[src/design/sfpb_pkg.sv]
// Shared types and constants of the sparse fiber pointer builder.
`default_nettype none
package sfpb_pkg;
	localparam int unsigned SFPB_INDEX_BITS  = 32;
	localparam int unsigned SFPB_MAX_MODES   = 4;
	localparam int unsigned SFPB_QUEUE_DEPTH = 4;

	localparam int unsigned FIELD_W     = 32;
	localparam int unsigned VALUE_W     = 64;
	localparam int unsigned INPUT_MODES = 4;
	localparam int unsigned MODES_W     = 3;
	localparam int unsigned CFG_W       = 32;
	localparam int unsigned S_DATA_W    = 192;
	localparam int unsigned M_DATA_W    = 288;
	localparam int unsigned M_USER_W    = 2;

	typedef enum logic {
		CFG_NUM_MODES  = 1'b0,
		CFG_NUM_SLICES = 1'b1
	} cfg_idx_t;

	typedef struct packed {
		logic [FIELD_W-1:0] leaf_index;
		logic [VALUE_W-1:0] value_out;
		logic               new_fiber;
		logic [FIELD_W-1:0] fiber_number;
		logic [FIELD_W-1:0] fiber_start;
		logic [FIELD_W-1:0] fiber_id;
		logic [FIELD_W-1:0] fiber_slice;
		logic               fill_valid;
		logic [FIELD_W-1:0] fill_first;
		logic [FIELD_W-1:0] fill_last;
		logic               closing;
	} sfpb_result_t;

	typedef struct packed {
		sfpb_result_t nz_rec;
		logic         has_close;
		sfpb_result_t close_rec;
	} sfpb_entry_t;
endpackage
`default_nettype wire

[src/design/sfpb_front.sv]
// Front end: configuration, fiber detection, counters and fill ranges.
`default_nettype none
module sfpb_front import sfpb_pkg::*; #(
	parameter int unsigned INDEX_BITS = SFPB_INDEX_BITS,
	parameter int unsigned MAX_MODES  = SFPB_MAX_MODES
) (
	input  logic                                clk,
	input  logic                                arst_n,
	input  logic                                cfg_we,
	input  cfg_idx_t                            cfg_addr,
	input  logic [CFG_W-1:0]                    cfg_wdata,
	input  logic                                in_valid,
	output logic                                in_ready,
	input  logic [INPUT_MODES-1:0][FIELD_W-1:0] in_mode,
	input  logic [VALUE_W-1:0]                  in_value,
	input  logic                                in_last,
	output logic                                push,
	output sfpb_entry_t                         entry,
	input  logic                                full
);
	localparam int unsigned IW  = (INDEX_BITS < FIELD_W) ? INDEX_BITS : FIELD_W;
	localparam int unsigned LIM = (MAX_MODES < INPUT_MODES) ? MAX_MODES : INPUT_MODES;
	localparam logic [MODES_W-1:0] LIM_M = MODES_W'(LIM);
	localparam logic [FIELD_W-1:0] IDX_MASK = FIELD_W'((65'(1) << IW) - 65'(1));

	logic [MODES_W-1:0]       num_modes_q;
	logic [FIELD_W-1:0]       num_slices_q;
	logic [LIM-1:0][IW-1:0]   prev_q;
	logic [FIELD_W-1:0]       nz_q;
	logic [FIELD_W-1:0]       fiber_q;
	logic [FIELD_W:0]         next_q;
	logic                     seen_q;

	logic [INPUT_MODES-1:0][FIELD_W-1:0] idx;
	logic [MODES_W-1:0] nm;
	logic [1:0]         leaf_sel;
	logic               fresh;
	logic [FIELD_W-1:0] last_e;
	logic               fill_ok;
	logic [FIELD_W:0]   next1;
	logic               close_ok;
	logic [FIELD_W-1:0] fc_next;
	logic [FIELD_W-1:0] nz_next;
	logic               accept;

	assign in_ready = !full;
	assign accept   = in_valid && in_ready;
	assign push     = accept;

	always_comb begin
		for (int m = 0; m < INPUT_MODES; m++) begin
			idx[m] = in_mode[m] & IDX_MASK;
		end
		if (num_modes_q < MODES_W'(2)) begin
			nm = MODES_W'(2);
		end else if (num_modes_q > LIM_M) begin
			nm = LIM_M;
		end else begin
			nm = num_modes_q;
		end
		leaf_sel = 2'(nm - MODES_W'(1));
		fresh = !seen_q;
		for (int m = 0; m < LIM - 1; m++) begin
			if ((MODES_W'(m + 1) < nm) && (idx[m][IW-1:0] != prev_q[m])) begin
				fresh = 1'b1;
			end
		end
		last_e   = (idx[0] > num_slices_q) ? num_slices_q : idx[0];
		fill_ok  = fresh && (next_q <= {1'b0, last_e});
		next1    = fill_ok ? ({1'b0, last_e} + (FIELD_W+1)'(1)) : next_q;
		close_ok = next1 <= {1'b0, num_slices_q};
		fc_next  = fiber_q + FIELD_W'(fresh);
		nz_next  = nz_q + FIELD_W'(1);
	end

	always_comb begin
		entry = '0;
		entry.nz_rec.leaf_index = idx[leaf_sel];
		entry.nz_rec.value_out  = in_value;
		entry.nz_rec.new_fiber  = fresh;
		if (fresh) begin
			entry.nz_rec.fiber_number = fiber_q;
			entry.nz_rec.fiber_start  = nz_q;
			entry.nz_rec.fiber_id     = idx[1];
			entry.nz_rec.fiber_slice  = idx[0];
		end
		if (fill_ok) begin
			entry.nz_rec.fill_valid = 1'b1;
			entry.nz_rec.fill_first = next_q[FIELD_W-1:0];
			entry.nz_rec.fill_last  = last_e;
		end
		entry.has_close              = in_last;
		entry.close_rec.fiber_number = fc_next;
		entry.close_rec.fiber_start  = nz_next;
		entry.close_rec.closing      = 1'b1;
		if (close_ok) begin
			entry.close_rec.fill_valid = 1'b1;
			entry.close_rec.fill_first = next1[FIELD_W-1:0];
			entry.close_rec.fill_last  = num_slices_q;
		end
	end

	always_ff @(posedge clk or negedge arst_n) begin
		if (!arst_n) begin
			num_modes_q  <= MODES_W'(3);
			num_slices_q <= FIELD_W'(1);
			prev_q       <= '0;
			nz_q         <= '0;
			fiber_q      <= '0;
			next_q       <= '0;
			seen_q       <= 1'b0;
		end else begin
			if (cfg_we) begin
				case (cfg_addr)
					CFG_NUM_MODES: begin
						num_modes_q <= cfg_wdata[MODES_W-1:0];
					end
					CFG_NUM_SLICES: begin
						num_slices_q <= cfg_wdata[FIELD_W-1:0];
					end
					default: begin
					end
				endcase
			end
			if (accept) begin
				if (in_last) begin
					prev_q  <= '0;
					nz_q    <= '0;
					fiber_q <= '0;
					next_q  <= '0;
					seen_q  <= 1'b0;
				end else begin
					for (int m = 0; m < LIM; m++) begin
						if (MODES_W'(m) < nm) begin
							prev_q[m] <= idx[m][IW-1:0];
						end
					end
					nz_q    <= nz_next;
					fiber_q <= fc_next;
					next_q  <= next1;
					seen_q  <= 1'b1;
				end
			end
		end
	end
endmodule
`default_nettype wire

[src/design/sfpb_queue.sv]
// Short queue of classified entries between front and back end.
`default_nettype none
module sfpb_queue import sfpb_pkg::*; #(
	parameter int unsigned DEPTH = SFPB_QUEUE_DEPTH
) (
	input  logic        clk,
	input  logic        arst_n,
	input  logic        push,
	input  sfpb_entry_t wr_entry,
	output logic        full,
	input  logic        pop,
	output sfpb_entry_t head,
	output logic        not_empty
);
	localparam int unsigned AW = (DEPTH > 1) ? $clog2(DEPTH) : 1;
	localparam int unsigned CW = $clog2(DEPTH + 1);

	sfpb_entry_t   store_q [DEPTH];
	logic [AW-1:0] wr_ptr_q;
	logic [AW-1:0] rd_ptr_q;
	logic [CW-1:0] count_q;
	logic          do_push;
	logic          do_pop;

	assign full      = count_q == CW'(DEPTH);
	assign not_empty = count_q != '0;
	assign do_push   = push && !full;
	assign do_pop    = pop && not_empty;
	assign head      = store_q[rd_ptr_q];

	always_ff @(posedge clk) begin
		if (do_push) begin
			store_q[wr_ptr_q] <= wr_entry;
		end
	end

	always_ff @(posedge clk or negedge arst_n) begin
		if (!arst_n) begin
			wr_ptr_q <= '0;
			rd_ptr_q <= '0;
			count_q  <= '0;
		end else begin
			if (do_push) begin
				wr_ptr_q <= (wr_ptr_q == AW'(DEPTH - 1)) ? '0 : wr_ptr_q + AW'(1);
			end
			if (do_pop) begin
				rd_ptr_q <= (rd_ptr_q == AW'(DEPTH - 1)) ? '0 : rd_ptr_q + AW'(1);
			end
			case ({do_push, do_pop})
				2'b10: begin
					count_q <= count_q + CW'(1);
				end
				2'b01: begin
					count_q <= count_q - CW'(1);
				end
				default: begin
				end
			endcase
		end
	end
endmodule
`default_nettype wire

[src/design/sfpb_back.sv]
// Back end: serialize queued entries into result transfers.
`default_nettype none
module sfpb_back import sfpb_pkg::*; (
	input  logic                clk,
	input  logic                arst_n,
	input  sfpb_entry_t         head,
	input  logic                not_empty,
	output logic                pop,
	output logic                m_valid,
	input  logic                m_ready,
	output logic [M_DATA_W-1:0] m_data,
	output logic [M_USER_W-1:0] m_user,
	output logic                m_last
);
	logic         phase_q;
	logic         fire;
	sfpb_result_t rec;

	assign rec     = phase_q ? head.close_rec : head.nz_rec;
	assign m_valid = not_empty;
	assign fire    = not_empty && m_ready;
	assign pop     = fire && (phase_q || !head.has_close);
	assign m_data  = {rec.fill_last, rec.fill_first, rec.fiber_slice, rec.fiber_id,
		rec.fiber_start, rec.fiber_number, rec.value_out, rec.leaf_index};
	assign m_user  = {rec.fill_valid, rec.new_fiber};
	assign m_last  = rec.closing;

	always_ff @(posedge clk or negedge arst_n) begin
		if (!arst_n) begin
			phase_q <= 1'b0;
		end else if (fire) begin
			phase_q <= !phase_q && head.has_close;
		end
	end
endmodule
`default_nettype wire

[src/design/sparse_fiber_pointer_builder_top.sv]
// Sparse fiber pointer builder: fiber starts and slice-pointer fill ranges from sorted nonzeros.
// The block accepts one nonzero per cycle while the queue is not full; each result is
// registered in the queue before it is sent, and the last nonzero of a run yields a second,
// closing result right after its own, so a run of N nonzeros gives N+1 results. Classified nonzeros wait in a
// QUEUE_DEPTH-entry queue, so the input keeps flowing while the output is stalled until
// the queue is full. Configure num_modes and num_slices only while the block is idle.
`default_nettype none
module sparse_fiber_pointer_builder_top import sfpb_pkg::*; #(
	parameter int unsigned INDEX_BITS  = SFPB_INDEX_BITS,
	parameter int unsigned MAX_MODES   = SFPB_MAX_MODES,
	parameter int unsigned QUEUE_DEPTH = SFPB_QUEUE_DEPTH
) (
	input  logic                clk,
	input  logic                arst_n,
	input  logic                cfg_we,
	input  cfg_idx_t            cfg_addr,
	input  logic [CFG_W-1:0]    cfg_wdata,
	input  logic                s_axis_tvalid,
	output logic                s_axis_tready,
	// mode0_index, mode1_index, mode2_index, mode3_index, value_bits
	input  logic [S_DATA_W-1:0] s_axis_tdata,
	input  logic                s_axis_tlast,
	output logic                m_axis_tvalid,
	input  logic                m_axis_tready,
	// leaf_index, value_out, fiber_number, fiber_start, fiber_id, fiber_slice,
	// fill_first, fill_last
	output logic [M_DATA_W-1:0] m_axis_tdata,
	// new_fiber, fill_valid
	output logic [M_USER_W-1:0] m_axis_tuser,
	output logic                m_axis_tlast
);
	logic [INPUT_MODES-1:0][FIELD_W-1:0] in_mode;
	logic        push;
	logic        full;
	logic        pop;
	logic        not_empty;
	sfpb_entry_t wr_entry;
	sfpb_entry_t head;

	assign in_mode = s_axis_tdata[INPUT_MODES*FIELD_W-1:0];

	sfpb_front #(
		.INDEX_BITS(INDEX_BITS),
		.MAX_MODES (MAX_MODES)
	) u_front (
		.clk      (clk),
		.arst_n   (arst_n),
		.cfg_we   (cfg_we),
		.cfg_addr (cfg_addr),
		.cfg_wdata(cfg_wdata),
		.in_valid (s_axis_tvalid),
		.in_ready (s_axis_tready),
		.in_mode  (in_mode),
		.in_value (s_axis_tdata[INPUT_MODES*FIELD_W +: VALUE_W]),
		.in_last  (s_axis_tlast),
		.push     (push),
		.entry    (wr_entry),
		.full     (full)
	);

	sfpb_queue #(
		.DEPTH(QUEUE_DEPTH)
	) u_queue (
		.clk      (clk),
		.arst_n   (arst_n),
		.push     (push),
		.wr_entry (wr_entry),
		.full     (full),
		.pop      (pop),
		.head     (head),
		.not_empty(not_empty)
	);

	sfpb_back u_back (
		.clk      (clk),
		.arst_n   (arst_n),
		.head     (head),
		.not_empty(not_empty),
		.pop      (pop),
		.m_valid  (m_axis_tvalid),
		.m_ready  (m_axis_tready),
		.m_data   (m_axis_tdata),
		.m_user   (m_axis_tuser),
		.m_last   (m_axis_tlast)
	);
endmodule
`default_nettype wire

[config.mk]
export PLATFORM = sky130hd
export DESIGN_NAME = sparse_fiber_pointer_builder_top
export DESIGN_NICKNAME = d
export VERILOG_FILES = /design/src/design/sfpb_pkg.sv /design/src/design/sfpb_front.sv /design/src/design/sfpb_queue.sv /design/src/design/sfpb_back.sv /design/src/design/sparse_fiber_pointer_builder_top.sv
export SDC_FILE = /design/constraint.sdc
export NUM_CORES = 2
export LEC_CHECK = 0
export CAP_MARGIN = 20
export CORE_UTILIZATION = 57
export DETAILED_ROUTE_END_ITERATION = 8
export DONT_BUFFER_PORTS = 1
export GPL_TIMING_DRIVEN = 0
export PLACE_DENSITY_LB_ADDON = 0.25
export SLEW_MARGIN = 30
export SYNTH_ARGS = -nofsm -noshare
export SYNTH_HDL_FRONTEND = slang
export SYNTH_SLANG_ARGS = --single-unit
[constraint.sdc]
create_clock -name clk -period 10.6 [get_ports clk]
set_clock_uncertainty 0.05 [all_clocks]
set_input_delay 2.65 -clock clk [delete_from_list [all_inputs] [get_ports clk]]
set_output_delay 2.65 -clock clk [all_outputs]
set_load 0.02 [all_outputs]
==> results.ini <==
[floorplanning]
io_pins=524
core.rowCount=138
die_h_um=379
coreArea_sq_um=141000
die_area_sq_um=144000
die-width_um=379
initial_core_util_pct=57.3

[timing]
min_period_ns=10.55
max_clock_freq_mhz=94.8
rsz0062_at_grt=true
slew-limit-headroom_pct=27.8
hold_viol=0
finalSetupViolCount=0
worst_pin_slew_ns=1.08
holdWs_ns=0.445
slew_viol_final=0
finalCritPeriodShare_pct=99.6

[cts]
cts-root-buf=clkbuf_16
tritoncts=done
cts_htree_levels=4
clock_sinks=1917
hold_buffers=0
tritoncts.num_buffers=190
clk_latency_ns=0.83
clkTransAtPathRegs_ns=0.06
cts_buffer_depth=3

[drt]
vias=45746
dr.first_iter.drc_count=4824
dr.pass1.iters=7
final_antenna_net_count=0
drc=0
drt-total-wl_mm=215
wl_per_cell_um=29.7
vias_per_cell=6.32

[layout]
nets=5509
stdcell_count=7235
drive_above_1_share_pct=18.5
final_common_cell=edfxtp_1
final_cell_mix=edfxtp_1, nand2_1, mux4_2
area_growth_pct=12.9

[global_route]
overflow=0
antenna_found_initial=9
grt_pass1_wl_mm=309
grt_usage_pct=30.1
grt_max_degree=238
grt_pass1_vias=45562

[synthesis]
avgSynthCellArea_sq_um=16.5
async_flop_share_pct=12.4
ys_seq_area_share_pct=69.5
synth_edf_count=1680
synthDistinctLibCells=64
synthCells=4924
synth_fp_nets=5262
syn-cell-area_sq_um=81100
synth_area_leaders=edfxtp_1, mux4_2, dfrtp_1
ys_warn_count=0
synth_ff_type=edfxtp_1
synth-seq-cells=1917
yosysTopAreaCell=edfxtp_1
yosysTopAreaCellShare_pct=62.2

[critical_path]
cp_slowest_cell=nor3b_1
critPathMaxFanout=10
worstSetupStartpointType=primary input
crit_arrival_ns=11.04
path_class=primary input to flip-flop
end_kind=flip-flop
critPathMaxStageDelay_ns=0.69
cp.required_ns=11.08

[pwr]
peakVddDrop_mv=0.180
leakage_nw=32.4
pwr_density_cell_nw_per_um2=296

[place]
port_buffers=0
dp_cells=6868
gp_congestion=0.954
dp_hpwl_mm=149

[flow_run]
maxCapViolCount=0

[outcome]
status=finished, final reports clean

[min_path]
hp-class=flip-flop to flip-flop

==> cells by family after synthesis <==
group,Yosys count,share of synthesized area [%]
compound gates,403,3.09
xor+xnor,216,2.33
fa+ha+maj,107,1.66
buf+inv,352,1.74
flops,1917,69.5
mux,553,13.4
simple gates,1376,8.25
==> critical path: cells and delay by family <==
| kind | cells | cell delay (ns) |
|---|---|---|
| buffers and inverters | 6 | 1.60 |
| adder cells (fa/ha/maj) | 3 | 0.95 |
| multiplexers | 1 | 0.39 |
| AO/OA/AOI/OAI | 8 | 1.90 |
| AND/OR/NAND/NOR | 12 | 3.50 |
==> state kept, by name, summed over array words and instances (netlist names) <==
signal	flops
u_back.phase_q	1
u_front.fiber_q	32
u_front.next_q	33
u_front.num_modes_q	3
u_front.num_slices_q	32
u_front.nz_q	32
u_front.prev_q	96
u_front.seen_q	1
u_queue.count_q	3
u_queue.rd_ptr_q	2
u_queue.store_q	1680
u_queue.wr_ptr_q	2
==> path summary, 6_finish.rpt <==
kind	startpoint	end	slack, ns	depth (start not counted)
max in group asynchronous	arst_n	u_front.prev_q[60]	8.47	0
worst min register to register	u_queue.count_q[2]	u_queue.count_q[2]	0.45	1
worst max-delay path	s_axis_tdata[30]	u_queue.store_q[3][45]	0.05	30
worst min-delay path	u_queue.count_q[2]	u_queue.count_q[2]	0.45	1
worst max register to register	u_front.num_slices_q[3]	u_queue.store_q[3][45]	1.05	31
min in group asynchronous	arst_n	u_front.num_slices_q[23]	1.47	0
==> layout make-up <==
cell class                      count  area, sq um
Multi-Input combinational cell   2655        23800
Inverter                           62          235
Clock buffer                      249         5080
Timing Repair Buffer               55         1240
Tap cell                         1890         2360
Clock inverter                    109         1190
Buffer                            290         1270
Fill cell                        9646        49800
Sequential cell                  1917        56400
Antenna cell                        8         20.0
==> per-layer routing <==
metal	global-route usage, %	up-vias	wire, um
met4	13.2	2	9550
met5	0	-	9
li1	-	19419	-
met3	7.61	429	19400
met1	40.4	23830	83500
met2	46.9	2066	103000
==> power by group <==
group          leakage [nW]  switching, mW  internal (mW)  total, mW
Clock                  3.02           2.88           3.84       6.72
Sequential             18.7          0.493           10.3       10.8
Combinational          10.7           6.31           3.28       9.59
Total                  32.4           9.68           17.4       27.1
==> cell usage after synthesis, types with 52 or more instances <==
cell type / n
o21ai_0: 170
nor2_1: 116
dfrtp_1: 234
clkbuf_1: 187
and3_1: 52
mux2_2: 66
mux2i_1: 67
inv_1: 59
nand3_1: 63
ha_1: 106
mux4_2: 420
edfxtp_1: 1680
and2_1: 288
buf_1: 69
a22o_1: 75
a21oi_1: 71
xor2_1: 139
nand2_1: 655
xnor2_1: 77
==> metrics by stage <==
| step | util (%) | setup WS [ns] | area (sq um) | total power, mW | TNS (ns) |
|---|---|---|---|---|---|
| 2_1_floorplan | - | -2.48 | 81100 | 17.5 | -1040.94 |
| 3_3_place_gp | 59.0 | -10.15 | 83500 | 20.6 | -6460.17 |
| 3_5_place_dp | 59.9 | -1.78 | 84800 | 20.3 | -383.89 |
| 4_1_cts | 64.6 | 0.00868 | 91300 | 27.1 | 0 |
| 5_1_grt | 64.7 | -0.100 | 91600 | 28.1 | -0.683 |
| 6_report | 64.8 | 0.0466 | 91600 | 27.1 | 0 |
==> repair_timing <==
item | in CTS | in global routing
gates resized for setup | 61 | 41
hold endpoints to repair | 0 | 0
setup buffers | 0 | 1
endpoints found under the setup margin | 260 | 252
pin swaps | 0 | 1
No activity file was read; power rests on OpenSTA's default activity.
